### config.mk
export PLATFORM = sky130hd
export DESIGN_NAME = pi_controller_antiwindup_unit_flat
export DESIGN_NICKNAME = d
export VERILOG_FILES = /design/src/design/piaw_pkg.sv /design/src/design/piaw_if.sv /design/src/design/piaw_sequencer.sv /design/src/design/pi_controller_antiwindup_unit.sv /design/src/flat_wrapper.sv
export SDC_FILE = /design/constraint.sdc
export NUM_CORES = 2
export LEC_CHECK = 0
export BUFFER_PORTS_ARGS = -buffer_cell sky130_fd_sc_hd__buf_2
export CAP_MARGIN = 40
export CELL_PAD_IN_SITES_DETAIL_PLACEMENT = 1
export CELL_PAD_IN_SITES_GLOBAL_PLACEMENT = 1
export CORE_ASPECT_RATIO = 0.9
export CORE_UTILIZATION = 40
export CTS_BUF_LIST = sky130_fd_sc_hd__clkbuf_16
export CTS_CLUSTER_SIZE = 20
export DETAILED_ROUTE_END_ITERATION = 8
export GPL_ROUTABILITY_DRIVEN = 1
export PLACE_DENSITY = 0.63
export REMOVE_ABC_BUFFERS = 1
export SLEW_MARGIN = 20
export SYNTH_ARGS = -nofsm -noshare
export SYNTH_HDL_FRONTEND = slang
export SYNTH_SLANG_ARGS = --single-unit
export TNS_END_PERCENT = 10
### constraint.sdc
create_clock -name clk_i -period 15.75 [get_ports clk_i]
set_input_delay 1.575 -clock clk_i [delete_from_list [all_inputs] [get_ports clk_i]]
set_output_delay 1.575 -clock clk_i [all_outputs]
set_load 0.01 [all_outputs]
### src/design/piaw_pkg.sv
// piaw_pkg: constants, types and the control-program table of the PI controller.
// Used by piaw_if.sv, piaw_sequencer.sv and pi_controller_antiwindup_unit.sv.
package piaw_pkg;

  // accumulator format
  localparam int AccWidth    = 48;
  localparam int AccFracBits = 24;

  // field and register widths
  localparam int SampleW  = 16;
  localparam int ErrW     = SampleW + 1;
  localparam int KpW      = 24;
  localparam int InvTiW   = 24;
  localparam int PeriodW  = 24;
  localparam int LimitW   = 31;
  localparam int OutW     = 32;
  localparam int ClampW   = 2;
  localparam int CfgIdxW  = 2;
  localparam int CfgDataW = 31;

  localparam logic [LimitW-1:0] LimitReset = LimitW'(65536);

  // shared multiplier: 32 x 24, registered product
  localparam int MulAW = 32;
  localparam int MulBW = 24;
  localparam int ProdW = MulAW + MulBW;

  // intermediate results are held at or below 2^62
  localparam int CapW = 63;
  localparam logic [CapW-1:0] BigCap = {1'b1, {(CapW-1){1'b0}}};

  localparam int IntegShift = AccFracBits + 12 - 16;
  localparam int KpShift    = 16;

  typedef enum logic [CfgIdxW-1:0] {
    REG_KP     = 2'd0,
    REG_INV_TI = 2'd1,
    REG_PERIOD = 2'd2,
    REG_LIMIT  = 2'd3
  } reg_idx_e;

  typedef enum logic [ClampW-1:0] {
    CLAMP_NONE  = 2'd0,
    CLAMP_UPPER = 2'd1,
    CLAMP_LOWER = 2'd2
  } clamp_e;

  // multiplier operand selection
  typedef enum logic [2:0] {
    MUL_ERR_PERIOD,
    MUL_TENT_LO,
    MUL_TENT_HI,
    MUL_TOT_LO,
    MUL_TOT_HI
  } mul_sel_e;

  // datapath operation of a step
  typedef enum logic [2:0] {
    OP_NONE,
    OP_LOAD,
    OP_TENT,
    OP_INTEG,
    OP_TOTAL,
    OP_OUT
  } op_e;

  // sequencing of a step
  typedef enum logic [1:0] {
    SEQ_NEXT,
    SEQ_WAIT_IN,
    SEQ_WAIT_OUT,
    SEQ_JUMP
  } seq_e;

  localparam int NumSteps = 10;
  localparam int StepW    = $clog2(NumSteps);
  localparam logic [StepW-1:0] StepStart = '0;

  typedef struct packed {
    op_e              op;
    mul_sel_e         mul_sel;
    logic             plo_en;
    seq_e             seq;
    logic [StepW-1:0] target;
  } ctrl_t;

  typedef struct packed {
    logic in_valid;
    logic out_free;
  } seq_cond_t;

  typedef struct packed {
    ctrl_t word;
    logic  go;
  } seq_out_t;

  // control program
  function automatic ctrl_t seq_rom(input logic [StepW-1:0] addr);
    ctrl_t w;
    w.op      = OP_NONE;
    w.mul_sel = MUL_ERR_PERIOD;
    w.plo_en  = 1'b0;
    w.seq     = SEQ_NEXT;
    w.target  = StepStart;
    unique case (addr)
      StepW'(0): begin
        w.op  = OP_LOAD;
        w.seq = SEQ_WAIT_IN;
      end
      StepW'(1): w.mul_sel = MUL_ERR_PERIOD;
      StepW'(2): w.op = OP_TENT;
      StepW'(3): w.mul_sel = MUL_TENT_LO;
      StepW'(4): begin
        w.mul_sel = MUL_TENT_HI;
        w.plo_en  = 1'b1;
      end
      StepW'(5): w.op = OP_INTEG;
      StepW'(6): w.op = OP_TOTAL;
      StepW'(7): w.mul_sel = MUL_TOT_LO;
      StepW'(8): begin
        w.mul_sel = MUL_TOT_HI;
        w.plo_en  = 1'b1;
      end
      StepW'(9): begin
        w.op  = OP_OUT;
        w.seq = SEQ_WAIT_OUT;
      end
      default: w.seq = SEQ_JUMP;
    endcase
    return w;
  endfunction

endpackage

### src/design/piaw_if.sv
// piaw_if: valid/ready stream interfaces for samples and results.
// Depends on piaw_pkg for field widths.
interface piaw_sample_if;
  logic                         valid;
  logic                         ready;
  logic [piaw_pkg::SampleW-1:0] setpoint;
  logic [piaw_pkg::SampleW-1:0] measured;

  modport source (output valid, output setpoint, output measured, input ready);
  modport sink   (input valid, input setpoint, input measured, output ready);
endinterface

interface piaw_result_if;
  logic                             valid;
  logic                             ready;
  logic signed [piaw_pkg::OutW-1:0] control_output;
  logic [piaw_pkg::ClampW-1:0]      clamp_state;

  modport source (output valid, output control_output, output clamp_state, input ready);
  modport sink   (input valid, input control_output, input clamp_state, output ready);
endinterface

### src/design/piaw_sequencer.sv
// piaw_sequencer: step counter and control table of the PI controller.
// Depends on piaw_pkg (ctrl_t, seq_rom).
module piaw_sequencer (
  input  logic                clk_i,
  input  logic                rst_ni,
  input  piaw_pkg::seq_cond_t cond_i,
  output piaw_pkg::seq_out_t  seq_o
);

  logic [piaw_pkg::StepW-1:0] step_q, step_d;
  piaw_pkg::ctrl_t            word;
  logic                       go;

  assign word = piaw_pkg::seq_rom(step_q);

  always_comb begin
    unique case (word.seq)
      piaw_pkg::SEQ_NEXT: begin
        go     = 1'b1;
        step_d = step_q + 1'b1;
      end
      piaw_pkg::SEQ_WAIT_IN: begin
        go     = cond_i.in_valid;
        step_d = go ? step_q + 1'b1 : step_q;
      end
      piaw_pkg::SEQ_WAIT_OUT: begin
        go     = cond_i.out_free;
        step_d = go ? word.target : step_q;
      end
      piaw_pkg::SEQ_JUMP: begin
        go     = 1'b1;
        step_d = word.target;
      end
    endcase
  end

  always_ff @(posedge clk_i or negedge rst_ni) begin
    if (!rst_ni) begin
      step_q <= piaw_pkg::StepStart;
    end else begin
      step_q <= step_d;
    end
  end

  assign seq_o.word = word;
  assign seq_o.go   = go;

endmodule

### src/design/pi_controller_antiwindup_unit.sv
// pi_controller_antiwindup_unit: fixed-point PI controller with conditional integration.
// Depends on piaw_pkg, piaw_if.sv (stream interfaces) and piaw_sequencer.sv.
//
// Usage:
//   sample_i carries setpoint and measured; one transfer there yields exactly one
//   transfer on result_o with control_output (Q16.16, clamped to +-limit) and
//   clamp_state (none / upper / lower).
//   Configuration: cfg_we_i with cfg_idx_i selects kp, inv_ti, sample_period or
//   output_limit; cfg_data_i keeps only the register's low bits. Any write also
//   clears the integral accumulator. Write only while no sample is in flight.
//   Program: a 10-step control program runs per sample on a single shared 32x24
//   multiplier (error*period, then the accumulator*inv_ti and total*kp products
//   in two halves each). The result is registered at the last step; the next
//   sample is taken only when the program is back at its first step, so a new
//   sample is not accepted before the last one is through the program.
//   The result sits in an output register: a new sample is accepted while it
//   waits; the program holds at its last step while the output register is
//   still full, so a stalled receiver stops the block after one more sample.
//   Reset: accumulator 0, kp = inv_ti = sample_period = 0, output_limit = 1.0,
//   no result pending, program at its first step.
module pi_controller_antiwindup_unit (
  input  logic                          clk_i,
  input  logic                          rst_ni,
  input  logic                          cfg_we_i,
  input  logic [piaw_pkg::CfgIdxW-1:0]  cfg_idx_i,
  input  logic [piaw_pkg::CfgDataW-1:0] cfg_data_i,
  piaw_sample_if.sink                   sample_i,
  piaw_result_if.source                 result_o
);

  localparam int W        = piaw_pkg::AccWidth;
  localparam int F        = piaw_pkg::AccFracBits;
  // error*period has 24 fraction bits; align to F
  localparam int StepProdW = piaw_pkg::SampleW + piaw_pkg::PeriodW;
  localparam int ShL       = (F >= 24) ? F - 24 : 0;
  localparam int ShR       = (F < 24) ? 24 - F : 0;
  localparam int SmagW     = StepProdW + ShL;
  localparam int SumW      = ((W > SmagW) ? W : SmagW) + 2;
  localparam int FullW     = piaw_pkg::ProdW + piaw_pkg::MulAW;
  localparam int TotW      = piaw_pkg::CapW + 3;
  localparam int OutvW     = piaw_pkg::CapW + 1;

  localparam logic signed [SumW-1:0] AccMaxS = {{(SumW-W+1){1'b0}}, {(W-1){1'b1}}};
  localparam logic signed [SumW-1:0] AccMinS = {{(SumW-W+1){1'b1}}, {(W-1){1'b0}}};

  // floor((lo + hi*2^32) / 2^shift), capped at 2^62
  function automatic logic [piaw_pkg::CapW-1:0] mul_cap(
    input logic [piaw_pkg::ProdW-1:0] lo,
    input logic [piaw_pkg::ProdW-1:0] hi,
    input int                         shift
  );
    logic [FullW-1:0] full;
    logic [FullW-1:0] r;
    full = FullW'(lo) + (FullW'(hi) << piaw_pkg::MulAW);
    r    = full >> shift;
    if (r > FullW'(piaw_pkg::BigCap)) return piaw_pkg::BigCap;
    return r[piaw_pkg::CapW-1:0];
  endfunction

  // ---------------- sequencer ----------------
  piaw_pkg::seq_cond_t cond;
  piaw_pkg::seq_out_t  seq;
  logic                out_valid_q;
  logic                out_free;
  logic                sample_fire;
  logic                op_go_out;

  assign out_free      = !out_valid_q || result_o.ready;
  assign cond.in_valid = sample_i.valid;
  assign cond.out_free = out_free;

  piaw_sequencer u_seq (
    .clk_i  (clk_i),
    .rst_ni (rst_ni),
    .cond_i (cond),
    .seq_o  (seq)
  );

  assign sample_i.ready = (seq.word.seq == piaw_pkg::SEQ_WAIT_IN);
  assign sample_fire    = sample_i.valid && sample_i.ready;
  assign op_go_out      = seq.go && (seq.word.op == piaw_pkg::OP_OUT);

  // ---------------- registers ----------------
  logic [piaw_pkg::KpW-1:0]     kp_q;
  logic [piaw_pkg::InvTiW-1:0]  inv_ti_q;
  logic [piaw_pkg::PeriodW-1:0] period_q;
  logic [piaw_pkg::LimitW-1:0]  limit_q;
  logic signed [W-1:0]          acc_q;

  logic signed [piaw_pkg::ErrW-1:0] err_q;
  logic [piaw_pkg::ProdW-1:0]       prod_q, plo_q;
  logic signed [W-1:0]              tent_q;
  logic [W-1:0]                     tmag_q;
  logic                             tneg_q;
  logic [piaw_pkg::CapW-1:0]        imag_q;
  logic [piaw_pkg::CapW-1:0]        tot_mag_q;
  logic                             tot_neg_q;
  logic signed [piaw_pkg::OutW-1:0] out_data_q;
  piaw_pkg::clamp_e                 out_clamp_q;

  // ---------------- shared multiplier ----------------
  logic [piaw_pkg::SampleW-1:0] err_mag;
  logic                         err_neg;
  logic [63:0]                  tmag_ext, totm_ext;
  logic [piaw_pkg::MulAW-1:0]   mul_a;
  logic [piaw_pkg::MulBW-1:0]   mul_b;

  assign err_neg  = err_q[piaw_pkg::ErrW-1];
  assign err_mag  = err_neg ? piaw_pkg::SampleW'(-err_q) : piaw_pkg::SampleW'(err_q);
  assign tmag_ext = 64'(tmag_q);
  assign totm_ext = 64'(tot_mag_q);

  always_comb begin
    unique case (seq.word.mul_sel)
      piaw_pkg::MUL_ERR_PERIOD: begin
        mul_a = piaw_pkg::MulAW'(err_mag);
        mul_b = period_q;
      end
      piaw_pkg::MUL_TENT_LO: begin
        mul_a = tmag_ext[31:0];
        mul_b = inv_ti_q;
      end
      piaw_pkg::MUL_TENT_HI: begin
        mul_a = tmag_ext[63:32];
        mul_b = inv_ti_q;
      end
      piaw_pkg::MUL_TOT_LO: begin
        mul_a = totm_ext[31:0];
        mul_b = kp_q;
      end
      piaw_pkg::MUL_TOT_HI: begin
        mul_a = totm_ext[63:32];
        mul_b = kp_q;
      end
      default: begin
        mul_a = '0;
        mul_b = '0;
      end
    endcase
  end

  // ---------------- datapath operations ----------------
  logic signed [piaw_pkg::ErrW-1:0] err_d;
  logic [SmagW-1:0]                 smag;
  logic signed [SumW-1:0]           step_s, sum_s;
  logic signed [W-1:0]              tent_d;
  logic [W-1:0]                     tmag_d;
  logic signed [TotW-1:0]           integ_s, total_s;
  logic [TotW-1:0]                  total_mag;
  logic [piaw_pkg::CapW-1:0]        tot_mag_d;
  logic [piaw_pkg::CapW-1:0]        omag;
  logic signed [OutvW-1:0]          outv, lim_s, res_s;
  piaw_pkg::clamp_e                 clamp_d;
  logic                             commit;

  assign err_d = $signed({1'b0, sample_i.setpoint}) - $signed({1'b0, sample_i.measured});

  // tentative integration step, saturating at the accumulator width
  always_comb begin
    smag   = (SmagW'(prod_q[StepProdW-1:0]) << ShL) >> ShR;
    step_s = err_neg ? -$signed(SumW'(smag)) : $signed(SumW'(smag));
    sum_s  = SumW'(acc_q) + step_s;
    if (sum_s > AccMaxS) begin
      tent_d = AccMaxS[W-1:0];
    end else if (sum_s < AccMinS) begin
      tent_d = AccMinS[W-1:0];
    end else begin
      tent_d = sum_s[W-1:0];
    end
    tmag_d = tent_d[W-1] ? (~tent_d + 1'b1) : tent_d;
  end

  // error (Q16 aligned) plus integral term, magnitude capped
  always_comb begin
    integ_s   = tneg_q ? -$signed(TotW'(imag_q)) : $signed(TotW'(imag_q));
    total_s   = (TotW'(err_q) <<< 16) + integ_s;
    total_mag = total_s[TotW-1] ? TotW'(-total_s) : TotW'(total_s);
    tot_mag_d = (total_mag > TotW'(piaw_pkg::BigCap)) ? piaw_pkg::BigCap
                                                      : total_mag[piaw_pkg::CapW-1:0];
  end

  // kp product, sign and clamp against the limit
  always_comb begin
    omag  = mul_cap(plo_q, prod_q, piaw_pkg::KpShift);
    outv  = tot_neg_q ? -$signed(OutvW'(omag)) : $signed(OutvW'(omag));
    lim_s = $signed(OutvW'(limit_q));
    priority if (outv >= lim_s) begin
      res_s   = lim_s;
      clamp_d = piaw_pkg::CLAMP_UPPER;
    end else if (outv <= -lim_s) begin
      res_s   = -lim_s;
      clamp_d = piaw_pkg::CLAMP_LOWER;
    end else begin
      res_s   = outv;
      clamp_d = piaw_pkg::CLAMP_NONE;
    end
  end

  assign commit = op_go_out && (clamp_d == piaw_pkg::CLAMP_NONE);

  // control state, configuration and accumulator
  always_ff @(posedge clk_i or negedge rst_ni) begin
    if (!rst_ni) begin
      kp_q        <= '0;
      inv_ti_q    <= '0;
      period_q    <= '0;
      limit_q     <= piaw_pkg::LimitReset;
      acc_q       <= '0;
      out_valid_q <= 1'b0;
    end else begin
      if (cfg_we_i) begin
        unique case (piaw_pkg::reg_idx_e'(cfg_idx_i))
          piaw_pkg::REG_KP:     kp_q     <= cfg_data_i[piaw_pkg::KpW-1:0];
          piaw_pkg::REG_INV_TI: inv_ti_q <= cfg_data_i[piaw_pkg::InvTiW-1:0];
          piaw_pkg::REG_PERIOD: period_q <= cfg_data_i[piaw_pkg::PeriodW-1:0];
          piaw_pkg::REG_LIMIT:  limit_q  <= cfg_data_i[piaw_pkg::LimitW-1:0];
        endcase
        acc_q <= '0;
      end else if (commit) begin
        acc_q <= tent_q;
      end
      if (op_go_out) begin
        out_valid_q <= 1'b1;
      end else if (result_o.ready) begin
        out_valid_q <= 1'b0;
      end
    end
  end

  // payload registers; the product holds while a step waits so the kp product
  // survives a stalled output register
  always_ff @(posedge clk_i) begin
    if (seq.go) begin
      prod_q <= piaw_pkg::ProdW'(mul_a) * piaw_pkg::ProdW'(mul_b);
    end
    if (seq.word.plo_en) begin
      plo_q <= prod_q;
    end
    if (seq.go) begin
      unique case (seq.word.op)
        piaw_pkg::OP_NONE: ;
        piaw_pkg::OP_LOAD: err_q <= err_d;
        piaw_pkg::OP_TENT: begin
          tent_q <= tent_d;
          tmag_q <= tmag_d;
          tneg_q <= tent_d[W-1];
        end
        piaw_pkg::OP_INTEG: imag_q <= mul_cap(plo_q, prod_q, piaw_pkg::IntegShift);
        piaw_pkg::OP_TOTAL: begin
          tot_mag_q <= tot_mag_d;
          tot_neg_q <= total_s[TotW-1];
        end
        piaw_pkg::OP_OUT: begin
          out_data_q  <= res_s[piaw_pkg::OutW-1:0];
          out_clamp_q <= clamp_d;
        end
        default: ;
      endcase
    end
  end

  assign result_o.valid          = out_valid_q;
  assign result_o.control_output = out_data_q;
  assign result_o.clamp_state    = out_clamp_q;

  // ---------------- assertions ----------------
  // a sample transfer starts the program, so no second one follows at once
  a_one_in_flight: assert property (@(posedge clk_i) disable iff (!rst_ni)
    sample_fire |=> !sample_i.ready)
    else $error("sample taken while another is in flight");

  // the accumulator moves only on a commit or a configuration write
  a_acc_hold: assert property (@(posedge clk_i) disable iff (!rst_ni)
    (!cfg_we_i && !commit) |=> $stable(acc_q))
    else $error("accumulator changed without commit");

  // an upper clamp never reports a negative drive
  a_upper_sign: assert property (@(posedge clk_i) disable iff (!rst_ni)
    (result_o.valid && result_o.clamp_state == piaw_pkg::CLAMP_UPPER)
      |-> !result_o.control_output[piaw_pkg::OutW-1])
    else $error("upper clamp with negative output");

  // a lower clamp never reports a positive drive
  a_lower_sign: assert property (@(posedge clk_i) disable iff (!rst_ni)
    (result_o.valid && result_o.clamp_state == piaw_pkg::CLAMP_LOWER)
      |-> (result_o.control_output[piaw_pkg::OutW-1] || result_o.control_output == '0))
    else $error("lower clamp with positive output");

  // only the three defined clamp codes leave the block
  a_clamp_code: assert property (@(posedge clk_i) disable iff (!rst_ni)
    result_o.valid |-> (result_o.clamp_state != 2'd3))
    else $error("undefined clamp code");

endmodule
### src/flat_wrapper.sv
// flat-port wrapper written by rule: the top's interface ports become plain ports
module pi_controller_antiwindup_unit_flat 
  (clk_i, rst_ni, cfg_we_i, cfg_idx_i, cfg_data_i, sample_i_valid, sample_i_setpoint, sample_i_measured, sample_i_ready, result_o_valid, result_o_control_output, result_o_clamp_state, result_o_ready);
  piaw_sample_if sample_i_i ();
  piaw_result_if result_o_i ();
  input  logic clk_i;
  input  logic rst_ni;
  input  logic cfg_we_i;
  input  logic [piaw_pkg::CfgIdxW-1:0] cfg_idx_i;
  input  logic [piaw_pkg::CfgDataW-1:0] cfg_data_i;
  input wire logic [$bits(sample_i_i.valid)-1:0] sample_i_valid;
  input wire logic [$bits(sample_i_i.setpoint)-1:0] sample_i_setpoint;
  input wire logic [$bits(sample_i_i.measured)-1:0] sample_i_measured;
  output wire logic [$bits(sample_i_i.ready)-1:0] sample_i_ready;
  output wire logic [$bits(result_o_i.valid)-1:0] result_o_valid;
  output wire logic [$bits(result_o_i.control_output)-1:0] result_o_control_output;
  output wire logic [$bits(result_o_i.clamp_state)-1:0] result_o_clamp_state;
  input wire logic [$bits(result_o_i.ready)-1:0] result_o_ready;
  assign sample_i_i.valid = sample_i_valid;
  assign sample_i_i.setpoint = sample_i_setpoint;
  assign sample_i_i.measured = sample_i_measured;
  assign sample_i_ready = sample_i_i.ready;
  assign result_o_valid = result_o_i.valid;
  assign result_o_control_output = result_o_i.control_output;
  assign result_o_clamp_state = result_o_i.clamp_state;
  assign result_o_i.ready = result_o_ready;
  pi_controller_antiwindup_unit u_core (.clk_i(clk_i), .rst_ni(rst_ni), .cfg_we_i(cfg_we_i), .cfg_idx_i(cfg_idx_i), .cfg_data_i(cfg_data_i), .sample_i(sample_i_i), .result_o(result_o_i));
endmodule
; Yosys cells after proc, flatten, opt, wreduce, memory -nomap -nowiden
; Index checks and enable logic that the tools add are counted.
; W data, S select, Z words.
[word_totals]
input_bits = 70
regBits = 543
output_inout_bits = 36
[op_classes]
n_reduce_logical = 26
n_eq_ne = 26
add_sub_neg = 12
n_bitwise = 1
n_mul = 1
n_lt_le_gt_ge = 7
muxes = 34
[op_table]
columns = operator, count
row1 = $mux W63, 4
row2 = $mux W48, 4
row3 = $pmux W32 S5, 1
row4 = $mux W66, 2
row5 = $add A56 B88 Y88, 1
row6 = $gt A72 B63 Y1 const B, 1
row7 = $pmux W24 S3, 1
row8 = $gt A68 B63 Y1 const B, 1
row9 = $add A33 B66 Y66, 1
row10 = $gt A66 B63 Y1 const B, 1
row11 = $neg A63 Y66, 1
row12 = $neg A66 Y66, 1
row13 = $ge A64 B32 Y1, 1
row14 = $le A64 B64 Y1, 1
row15 = $mux W64, 1
row16 = $neg A31 Y64, 1
row17 = $neg A63 Y64, 1
row18 = $mul A32 B24 Y56, 1
row19 = $add A48 B50 Y50, 1
row20 = $gt A50 B48 Y1 const B, 1
row21 = $lt A50 B48 Y1 const B, 1
row22 = $mux W50, 1
row23 = $neg A40 Y50, 1
row24 = $add A48 B1 Y48 const B, 1
row25 = 37 further kinds, 76

; Longest topological paths before layout
[logic_depth]
word_depth = 13
depth_mapped = 48

; Hierarchy
; Synthesis repeated with hierarchy kept, for this count alone.
[hier_totals]
cells_unflattened = 7536
area_unflattened_um2 = 66810.3
[by_module_without_submodules]
columns = module, seq_area_each_um2, instances, cells_each, area_per_inst_um2
row1 = pi_controller_antiwindup_unit, 14885.5, 1, 7470, 66281.1
row2 = piaw_sequencer, 100.1, 1, 66, 529.3

; Worst setup path before layout
; Ideal clock, no wire load.
[synth_timing]
kind = input to register
startpoint = input port result_o_ready
endpoint = register u_core.tent_q[10], enable pin
n_path_buf = 0
setup_ns = 0.784
slack_ns = 2.672
arrival_time_ns = 12.294
stages = 6
path_cell_list = nor2b_1 > nand2b_1 > a21o_1 > inv_1 > nand2_1 > nor4_1
[synth_rtl]
columns = item, line_no
row1 = start: declaration, flat_wrapper.sv:18  ; input wire logic [$bits(result_o_i.ready)-1:0] result_o_ready;
row2 = end signal: assignment, pi_controller_antiwindup_unit.sv:244  ; tent_q <= tent_d;
row3 = end: declaration, pi_controller_antiwindup_unit.sv:92  ; logic signed [W-1:0] tent_q;

; Worst setup path in the final report
[layout_timing]
startpoint = register u_core.imag_q[2] in the netlist's numbering
endpoint = register u_core.tot_mag_q[1] in the netlist's numbering (data pin)
[layout_via]
elab_chain_cells = 6
[layout_lines]
columns = item, line_no
row1 = start: declaration, pi_controller_antiwindup_unit.sv:95  ; logic [piaw_pkg::CapW-1:0] imag_q;
row2 = start signal: assignment, pi_controller_antiwindup_unit.sv:248  ; piaw_pkg::OP_INTEG: imag_q <= mul_cap(plo_q, prod_q, piaw_pkg::IntegShift);
row3 = $neg A63 Y66, pi_controller_antiwindup_unit.sv:175  ; integ_s = tneg_q ? -$signed(TotW'(imag_q)) : $signed(TotW'(imag_q));
row4 = $mux W66 *, pi_controller_antiwindup_unit.sv:175
row5 = $add A33 B66 Y66 *, pi_controller_antiwindup_unit.sv:176  ; total_s = (TotW'(err_q) <<< 16) + integ_s;
row6 = $neg A66 Y66, pi_controller_antiwindup_unit.sv:177  ; total_mag = total_s[TotW-1] ? TotW'(-total_s) : TotW'(total_s);
row7 = $mux W66 *, pi_controller_antiwindup_unit.sv:177
row8 = $gt A66 B63 Y1, pi_controller_antiwindup_unit.sv:178  ; tot_mag_d = (total_mag > TotW'(piaw_pkg::BigCap)) ? piaw_pkg::BigCap
row9 = end signal: assignment, pi_controller_antiwindup_unit.sv:250  ; tot_mag_q <= tot_mag_d;
row10 = end: declaration, pi_controller_antiwindup_unit.sv:96  ; logic [piaw_pkg::CapW-1:0] tot_mag_q;
; Every way passes the cells marked *; elsewhere a longest branch is shown, timed or not.
; A chain may end at the register's enable or synchronous reset.

==> run metrics <==
hold-fix buffers at CTS=0; DP Wirelength=213000 um; detailed-route wire length=265000 um; vias in the first global route=59100; Post-Synth Adder-Cell Area=0.282; Main synth FF type=edfxtp_1; share of layout cells above drive strength 1=0.0829; cells on worst reg2reg path=34; Slew Viols, Final=0; WP depth=34; I/O pins=106; Max Clock Freq=87.0 MHz; final setup violation count=0; Tot GR Track Use=0.317; post-synth cell types=109; initial antenna violation count=10; global route overflow=0; multiplexer share of the synthesized area=0.0373; final hold vios=0; Top cell by count, worst path=or2_2; #FFs+latches synth=525; Seq/Total Area, Yosys=0.227; die height=387 um; Mapped Cells=7442; Initial Util=0.405; slew margin rel.=0.198; crit path from=u_core.imag_q[2]; flop-to-flop setup slack=4.26 ns; Synth Area in Compound Gates=0.134; critical path type=reg -> reg; Synth Cell Area=65900 um2; Num CTS Buffers=68; r2r startpoint=u_core.imag_q[2]; CTS tree=done; row count=140; Clock transition at path regs=0.06 ns; Ys Warns=0; r2r endpoint=u_core.tot_mag_q[1]; status=finished clean; Crit path largest cell delay=0.73 ns; CP Buf/Inv Count=4; DRT Pass-1 Iters=6; core area=163000 um2; max cap viols=0; post-CTS setup buffers=0; root buf cell=clkbuf_16; Die ar.=166000 um2; drt via density=5.91; Tcrit/Tclk final=0.730; initial DRC count=4600; H-tree depth=3; pin count of the biggest net entering global routing=83; Resize count post-CTS=0; global-route wire length before repair=394000 um; CP Launch Type=flip-flop; RSZ-0062 raised after global routing=false; worst hold path class=reg -> reg; Worst-Margin Slew=1.20 ns; port bufs=105; crit-path leading delay family=simple AND/OR/NAND/NOR gates; WP data required=16.24 ns; GP Congestion=0.951; post-route ant nets=0; crit path capture type=flip-flop; post-layout min period=11.49 ns; Worst-Skew Late Latency=0.68 ns; Area Overhead vs Synth=8.76%; Arrival @ worst endpoint=11.99 ns; crit path max fanout=31; Slowest cell on crit path=nor4_2; syn avg cell area=8.85 um2; post-synthesis simple-gate area fraction=0.188; clk_skew=0.0346 ns; EDFF count, synth=369; crit path capture=u_core.tot_mag_q[1]; Die W=430 um; Post-Synth XOR/XNOR Area=0.0586; Clock Path Buffers=3; via count=57000; Residual DRC=0; WL per Instance=27.5 um; Fin Setup TNS=0 ns; CTS Sinks=525; asr flop ratio synth=0.297; Finished Core Util=0.440; largest family of logic cells by synthesized area=adder cells; fin nets=8612
-- sequential cells by signal, summed over array words and instances (netlist names), 31 cells and up --
register and count:
u_core.plo_q 40, u_core.tmag_q 48, u_core.imag_q 63, u_core.acc_q 48, u_core.tent_q 46, u_core.prod_q 56, u_core.limit_q 31, u_core.tot_mag_q 63
u_core.result_o.control_output 32
-- cell type report --
class                      instances  area [um2]
clock buffer                      68        1700
timing repair buffer             295        2200
clock inverter                    54         442
tap                             2130        2670
fill                           18800       91100
antenna                            4        10.0
multi-input combinational       5654       46300
inverter                         909        3410
sequential                       525       15000
-- cell usage in the layout, fill, tap and decap left out, drive strengths merged, types with 128 or more instances in the layout --
master,count
xnor2,301
edfxtp,369
xor2,137
nor3,141
nand2b,177
o21ai,275
ha,427
dfrtp,155
a21o,128
inv,933
nor2,533
nand2,977
fa,662
nand3,129
and2,137
a21oi,298
buf,288
-- through the flow --
| stage | cells | worst slack, ns | hold slack [ns] | area, um2 |
|---|---|---|---|---|
| after global placement | 9468 | 4.39 | 0.488 | 68900 |
| final | 9639 | 4.26 | 0.505 | 71700 |
| after global routing | 9635 | 3.71 | 0.515 | 71700 |
| after floorplan | 7088 | 2.67 | 0.443 | 64500 |
| after detailed placement | 9499 | 4.44 | 0.496 | 69300 |
| after CTS | 9621 | 4.40 | 0.508 | 71500 |
-- worst min-delay path by stage --
stage | startpoint | endpoint | depth (start not counted)
after global routing | u_core.period_q[9] | u_core.period_q[9] | 1
final | u_core.inv_ti_q[15] | u_core.inv_ti_q[15] | 1
after CTS | u_core.period_q[9] | u_core.period_q[9] | 1
after floorplan | u_core.prod_q[51] | u_core.plo_q[51] | 0
after detailed placement | u_core.inv_ti_q[15] | u_core.inv_ti_q[15] | 1
after global placement | u_core.inv_ti_q[19] | u_core.inv_ti_q[19] | 1
-- Yosys cell counts, types with 36 or more instances --
| cell | count | area share |
|---|---|---|
| nand2_1 | 976 | 0.056 |
| inv_1 | 908 | 0.052 |
| fa_1 | 662 | 0.20 |
| nor2_1 | 529 | 0.030 |
| ha_1 | 427 | 0.081 |
| edfxtp_1 | 369 | 0.17 |
| clkbuf_1 | 307 | 0.017 |
| xnor2_1 | 301 | 0.040 |
| a21oi_1 | 298 | 0.023 |
| o21ai_0 | 268 | 0.020 |
| nand2b_1 | 177 | 0.017 |
| dfrtp_1 | 155 | 0.059 |
| nor3_1 | 139 | 0.011 |
| xor2_1 | 137 | 0.018 |
| and2_1 | 136 | 0.013 |
| nand3_1 | 129 | 0.0098 |
| a21o_1 | 128 | 0.015 |
| mux2_2 | 117 | 0.020 |
| mux2i_1 | 114 | 0.017 |
| o31ai_1 | 80 | 0.0091 |
| nand4_1 | 76 | 0.0072 |
| nor2b_1 | 74 | 0.0070 |
| a22oi_1 | 64 | 0.0073 |
| or3_1 | 64 | 0.0061 |
| nor4_1 | 55 | 0.0052 |
| a31oi_1 | 52 | 0.0049 |
| and3_1 | 50 | 0.0047 |
| a211oi_1 | 45 | 0.0051 |
| o21a_1 | 45 | 0.0051 |
| o211ai_1 | 42 | 0.0048 |
| or4_1 | 37 | 0.0042 |
| or2_2 | 36 | 0.0034 |
-- worst reg2reg max path: cells and delay by family, from the launching register on --
| family | cells | cell delay, ns |
|---|---|---|
| compound gates | 10 | 2.78 |
| flops | 1 | 0.65 |
| simple gates | 17 | 5.88 |
| fa+ha+maj | 1 | 0.31 |
| xor+xnor | 2 | 0.60 |
| buf+inv | 4 | 1.12 |
-- logic make-up (layout without fill, tap and decap cells) --
group                      count (synthesis)  count (layout)
AOI/OAI and AO/OA                       1314            1314
xor gates and xnor gates                 439             439
adders and majority gates               1089            1089
buffers and inverters                   1263            1326
DFF                                      525             525
muxes                                    231             231
other                                      0               4
and+or+nand+nor                         2581            2581
-- per-layer routing --
layer | wire (um) | up-vias | global-route usage | share of wire
met5 | 24 | - | 0 | 0.000090
met4 | 9750 | 4 | 0.104 | 0.037
met3 | 18100 | 352 | 0.0511 | 0.068
met2 | 118000 | 1846 | 0.491 | 0.45
met1 | 119000 | 29600 | 0.449 | 0.45
li1 | - | 25200 | - | -
Power is left out: the tool's default activity adds up to more than one toggle a clock period on the data nets, which glitch-free logic cannot reach.
